## src/hdl/dpp_pkg.sv

```systemverilog
`default_nettype none

package dpp_pkg;

  // Configuration register indexes
  localparam int unsigned CfgIdxW = 8;
  localparam logic [CfgIdxW-1:0] RegInclTrig  = 8'd0;
  localparam logic [CfgIdxW-1:0] RegAzimTrig  = 8'd1;
  localparam logic [CfgIdxW-1:0] RegRollTrig  = 8'd2;
  localparam logic [CfgIdxW-1:0] RegFrameMinX = 8'd3;
  localparam logic [CfgIdxW-1:0] RegFrameMinY = 8'd4;
  localparam logic [CfgIdxW-1:0] RegPpuX      = 8'd5;
  localparam logic [CfgIdxW-1:0] RegPpuY      = 8'd6;
  localparam logic [CfgIdxW-1:0] RegDims      = 8'd7;

  // Reset values
  localparam logic signed [31:0] QOne      = 32'sh4000_0000;  // 1.0 in Q1.30
  localparam logic [31:0]        PpuReset  = 32'h0001_0000;   // 1.0 in Q16.16
  localparam logic [15:0]        DimReset  = 16'd1024;

  // Bound on the intermediate rotation result, Q18.16
  localparam logic signed [37:0] RotLimit  = 38'sd4294967295;

  typedef struct packed {
    logic signed [31:0] cos_inc;
    logic signed [31:0] sin_inc;
    logic signed [31:0] cos_az;
    logic signed [31:0] sin_az;
    logic signed [31:0] cos_roll;
    logic signed [31:0] sin_roll;
    logic signed [31:0] min_x;
    logic signed [31:0] min_y;
    logic [31:0]        ppu_x;
    logic [31:0]        ppu_y;
    logic [15:0]        width;
    logic [15:0]        height;
  } cfg_t;

  // Roll products, floored to Q20.16
  typedef struct packed {
    logic signed [35:0] crx;
    logic signed [35:0] sry;
    logic signed [35:0] srx;
    logic signed [35:0] cry;
  } rot_t;

  function automatic logic signed [33:0] clamp_q(input logic signed [37:0] v);
    logic signed [37:0] r;
    begin
      if (v > RotLimit) begin
        r = RotLimit;
      end else if (v < -RotLimit) begin
        r = -RotLimit;
      end else begin
        r = v;
      end
      return r[33:0];
    end
  endfunction

endpackage

`default_nettype wire

```

## src/hdl/dpp_cfg_regs.sv

```systemverilog
`default_nettype none

module dpp_cfg_regs (
  input  wire logic                         clk_i,
  input  wire logic                         rst_ni,
  input  wire logic                         cfg_valid_i,
  output logic                              cfg_ready_o,
  input  wire logic [dpp_pkg::CfgIdxW-1:0]  cfg_index_i,
  input  wire logic [63:0]                  cfg_data_i,
  output dpp_pkg::cfg_t                     cfg_o
);
  import dpp_pkg::*;

  cfg_t cfg_q;

  assign cfg_ready_o = 1'b1;
  assign cfg_o       = cfg_q;

  // Unknown indexes drop the write
  always_ff @(posedge clk_i or negedge rst_ni) begin
    if (!rst_ni) begin
      cfg_q.cos_inc  <= QOne;
      cfg_q.sin_inc  <= '0;
      cfg_q.cos_az   <= QOne;
      cfg_q.sin_az   <= '0;
      cfg_q.cos_roll <= QOne;
      cfg_q.sin_roll <= '0;
      cfg_q.min_x    <= '0;
      cfg_q.min_y    <= '0;
      cfg_q.ppu_x    <= PpuReset;
      cfg_q.ppu_y    <= PpuReset;
      cfg_q.width    <= DimReset;
      cfg_q.height   <= DimReset;
    end else if (cfg_valid_i) begin
      case (cfg_index_i)
        RegInclTrig: begin
          cfg_q.cos_inc <= cfg_data_i[63:32];
          cfg_q.sin_inc <= cfg_data_i[31:0];
        end
        RegAzimTrig: begin
          cfg_q.cos_az <= cfg_data_i[63:32];
          cfg_q.sin_az <= cfg_data_i[31:0];
        end
        RegRollTrig: begin
          cfg_q.cos_roll <= cfg_data_i[63:32];
          cfg_q.sin_roll <= cfg_data_i[31:0];
        end
        RegFrameMinX: cfg_q.min_x <= cfg_data_i[31:0];
        RegFrameMinY: cfg_q.min_y <= cfg_data_i[31:0];
        RegPpuX:      cfg_q.ppu_x <= cfg_data_i[31:0];
        RegPpuY:      cfg_q.ppu_y <= cfg_data_i[31:0];
        RegDims: begin
          cfg_q.width  <= cfg_data_i[31:16];
          cfg_q.height <= cfg_data_i[15:0];
        end
        default: begin
        end
      endcase
    end
  end

endmodule

`default_nettype wire

```

## config.mk

```make
export PLATFORM = sky130hd
export DESIGN_NAME = dpp_cfg_regs
export DESIGN_NICKNAME = d
export VERILOG_FILES = /design/src/hdl/dpp_pkg.sv /design/src/hdl/dpp_cfg_regs.sv
export SDC_FILE = /design/constraint.sdc
export NUM_CORES = 1
export LEC_CHECK = 0
export BUFFER_PORTS_ARGS = -buffer_cell sky130_fd_sc_hd__buf_4
export CORE_ASPECT_RATIO = 0.6
export CORE_MARGIN = 3
export CORE_UTILIZATION = 46
export DETAILED_ROUTE_END_ITERATION = 8
export PLACE_DENSITY = 0.84
export RECOVER_POWER = 100
export REMOVE_ABC_BUFFERS = 1
export SLEW_MARGIN = 20
export SYNTH_ARGS = -nofsm -noshare
export SYNTH_HDL_FRONTEND = slang
export SYNTH_SLANG_ARGS = --single-unit
export TNS_END_PERCENT = 10
```

## constraint.sdc

```tcl
create_clock -name clk_i -period 0.8 [get_ports clk_i]
set_input_delay 0.16 -clock clk_i [delete_from_list [all_inputs] [get_ports clk_i]]
set_output_delay 0.16 -clock clk_i [all_outputs]
set_load 0.05 [all_outputs]
```

Yosys cells after proc, flatten, opt, wreduce, memory -nomap -nowiden
Cells that the tools add are included.
- register bits: 352
- output and inout port bits: 353
- word-level logic and storage cells: 28
- eq/ne operators: 7
- reduce and logical (&&, ||, !) cells: 9
- operators by type and width (operator ; number):
    equality test 8 x 3 -> 1 bit, second input constant ; 4
    equality test 8 x 2 -> 1 bit, second input constant ; 2
    AND reduction 2 bit ; 8
    equality test 8 x 1 -> 1 bit, second input constant ; 1
    logical NOT 8 bit ; 1

Longest topological paths before layout
- word-level depth: 2
- depth in mapped cells: 4
- mapped depth without buffers: 3

Worst setup path after synthesis
No wires, ideal clock.
- path kind: input to register
- from: in cfg_index_i[5] (netlist bit)
- to: reg cfg_q, in the netlist cfg_o[11]
- path slack: -0.752 ns
- cell stages on the path: 4
- buffers on the path: 1
- data arrival time: 1.427 ns
- path through: nor4_4 nand4_1 clkbuf_1 mux2_2
- cells in the longest elaborated chain, start to end: 2
- ends and longest elaborated chain (item ; RTL line ; RTL):
    start, declared ; dpp_cfg_regs.sv:8 ; input wire logic [dpp_pkg::CfgIdxW-1:0] cfg_index_i,
    equality test 8 x 3 -> 1 bit ; dpp_cfg_regs.sv:35 ; case (cfg_index_i)
    AND reduction 2 bit (no source line) ; n/a ;
    end, declared ; dpp_cfg_regs.sv:14 ; cfg_t cfg_q;
No other way between the ends.
A chain may end at the register's enable or synchronous reset.

Final worst setup path
- from: reg cfg_q, in the netlist cfg_o[48]
- to: out cfg_o[48] (netlist bit)
- RTL lines (item ; RTL line ; RTL):
    end, declared ; dpp_cfg_regs.sv:10 ; output dpp_pkg::cfg_t cfg_o
No word-level cell between the ends.

==> reports/results.txt <==
Largest family of logic cells by synthesized area = multiplexers
Sequential fraction of the synthesis area = 0.6751
Vias in the first global route = 10,150
Failing checks = negative setup slack
Initial Utilization = 0.4706
Clock Latency Late Sink = 0.51 ns
Switching share of power = 0.2855
Crit-path max FO = 2
Hold Crit Class = primary input to async pin
Status = complete, but fails checks
Post-synthesis mux area share = 0.3035
Layout cells sized above 1 = 0.6833
Final global-route overflow total = 0
Pin count of the biggest net entering global routing = 58
Worst path slowest cell = dfstp_2
Vias/cell = 5.340
Detailed-router iteration count before antenna repair = 4
Post-synthesis compound-gate area fraction = 0
Post-synthesis xor/xnor area fraction = 0
DR vias = 9,243
Ant diodes = 0
WP data required = 0.64 ns
Max Fclk = 723.1 MHz
Avg Inst Size Synth = 17.32 um^2
H-Tree Depth = 2
1st-iter DRT viols = 551
Flops & latches, synth = 352
Worst hold margin = 0.1249 ns
Peak VDD IR = 2025 uV
Top delay family on crit path = flip-flops
Design Power = 43.34 mW
Post-DP HPWL = 26,610 um
Cells along the critical path = buf_8
Root Driver = clkbuf_16
# rows = 47
DRC = 0
RSZ-0062 raised after global routing = yes
Core ar. = 27,760 um^2
Initial antenna violation count = 0
CTS clk-pin slew, worst paths = 0.06 ns
Arr. time, crit path = 1.22 ns
Largest register FFs = 352
Synth Cell Area = 13,060 um^2
Die X = 223.5 um
Total GRT Usage = 0.2807
Setup TNS = -269.41 ns
Clock Path Buffers = 3
Synth Area in Adders = 0
Critical path buffers and inverters = 1
NumNets Final = 1,413
DRT antenna net count = 0
Fin crit period = 1.383 ns
Cell Int Power = 30.96 mW
Max Transition Viols Final = 0
Synthesized netlist cell count = 754
Setup ws final = -0.5830 ns
Routed WL = 44,490 um
Port Buf Inserts = 426
Total CTS buffers = 34
First-pass GRT wire length = 64,530 um
Gate power share = 0.177
Crit start category = register
Clock skew = 0 ns
DIE AREA = 30,520 um^2
Total number of yosys warnings = 0
Tcrit/Tclk final = 1.729
WS Path Type = register to primary output
Post-DR wirelength/cell = 25.70 um
Clock power share = 0.375
Sequential share of power = 0.448
TritonCTS clock tree = yes
Max Cap Violations = 0
Max stage delay on crit path = 0.56 ns
Setup violators final = 932
Synth Area in Simple Gates = 0.009100
GPL Wtd Cong = 0.7861
Power per standard cell area = 2104 nW/um^2
I/O pin cnt = 428
P&R area growth vs syn = 57.71%
Switching power = 12.37 mW
Chip Height = 136.5 um
Synth cell types = 16
Final hold vios = 0
Clk sink count = 352
Leakage dissipation = 10.84 nW
Critical Path Sink Type = primary output
# fillers = 1,501
[logic make-up after synthesis]
family,after synthesis
muxes,352
and+or+nand+nor,15
buffers and inverters,34
other,1
DFF,352
[through the flow]
stage	cell area (um^2)	utilization	cells	setup slack (ns)
after detailed placement	17170	0.6187	1564	-0.8732
after floorplan	12900	-	720	-1.816
after global routing	20600	0.7421	1731	-0.6160
final	20600	0.7421	1731	-0.5830
after CTS	20430	0.7362	1706	-0.6018
after global placement	17170	0.6187	1564	-0.8388
[layout make-up]
| class | instances | area (um^2) | share of cell area |
|---|---|---|---|
| Clock buffer | 58 | 1095 | 0.05315 |
| Clock inverter | 4 | 28.78 | 0.001397 |
| Multi-Input combinational cell | 368 | 4120 | 0.2000 |
| Sequential cell | 352 | 8817 | 0.4281 |
| Tap cell | 367 | 459.2 | 0.02229 |
| Timing Repair Buffer | 582 | 6078 | 0.2951 |
[Yosys cell counts]
cell,instances,area [um^2]
and2_1,1,6.260
buf_2,21,105.1
buf_4,1,7.510
clkbuf_1,12,45.04
conb_1,1,3.750
dfrtp_1,345,8633
dfstp_2,7,183.9
mux2_2,352,3964
nand3_1,2,10.01
nand3_2,2,20.02
nand4_1,3,18.77
nand4_2,1,12.51
nor2_1,1,3.750
nor2b_1,3,18.77
nor3b_1,1,7.510
nor4_4,1,21.27
[power groups by stage]
stage	sequential [mW]	combinational, mW	clock (mW)
finish	19.4	7.69	16.3
detailed placement	19.5	6.64	0
CTS	19.3	7.52	16.2
global route	19.5	7.96	17.2
global placement	19.4	6.54	0
floorplan	22.4	0.794	0
[layer usage]
metal / global-route usage / wire length (um) / up-vias
met1: 0.3487 / 17370 / 4844
met2: 0.4757 / 22120 / 441
li1: - / - / 3863
met4: 0.08872 / 1333 / 0
met3: 0.08789 / 3670 / 95
met5: 0 / 0 / -
[cell usage in the layout, fill, tap and decap left out]
cell type,n
nand3_2,2
dfrtp_1,345
clkbuf_8,9
nor4_4,1
clkinv_2,1
and2_1,1
conb_1,1
nand4_1,3
clkbuf_2,2
buf_8,8
clkinv_4,1
mux2_2,352
dfstp_2,7
clkbuf_1,12
nor2b_1,3
buf_12,13
nor3b_1,1
nand4_4,1
clkinvlp_4,2
nor2_1,1
dlygate4sd3_1,65
nand3_4,2
clkbuf_16,37
buf_4,140
buf_6,354
[final timing paths]
kind / from / cells past startpoint / slack (ns) / to
setup / recovery: cfg_o[48] / 1 / -0.58 / cfg_o[48]
hold / removal: rst_ni / 2 / 0.12 / cfg_o[327]
setup reg to reg: cfg_o[61] / 3 / -0.26 / cfg_o[61]
hold reg to reg: cfg_o[38] / 1 / 0.53 / cfg_o[38]
max in group asynchronous: rst_ni / 4 / -0.15 / cfg_o[179]
min in group clk_i: cfg_index_i[1] / 5 / 0.34 / cfg_o[124]
[timing repair]
| action | 4_1_cts | 5_1_grt |
|---|---|---|
| gates resized for setup | 366 | 1 |
| endpoints found under the setup margin | 704 | 704 |
| hold endpoints to repair | 704 | 0 |
| pin swaps | 1 | 0 |
| buffers inserted | 15 | 25 |
| hold buffers | 65 | 0 |
(Power assumes the default switching activity.)
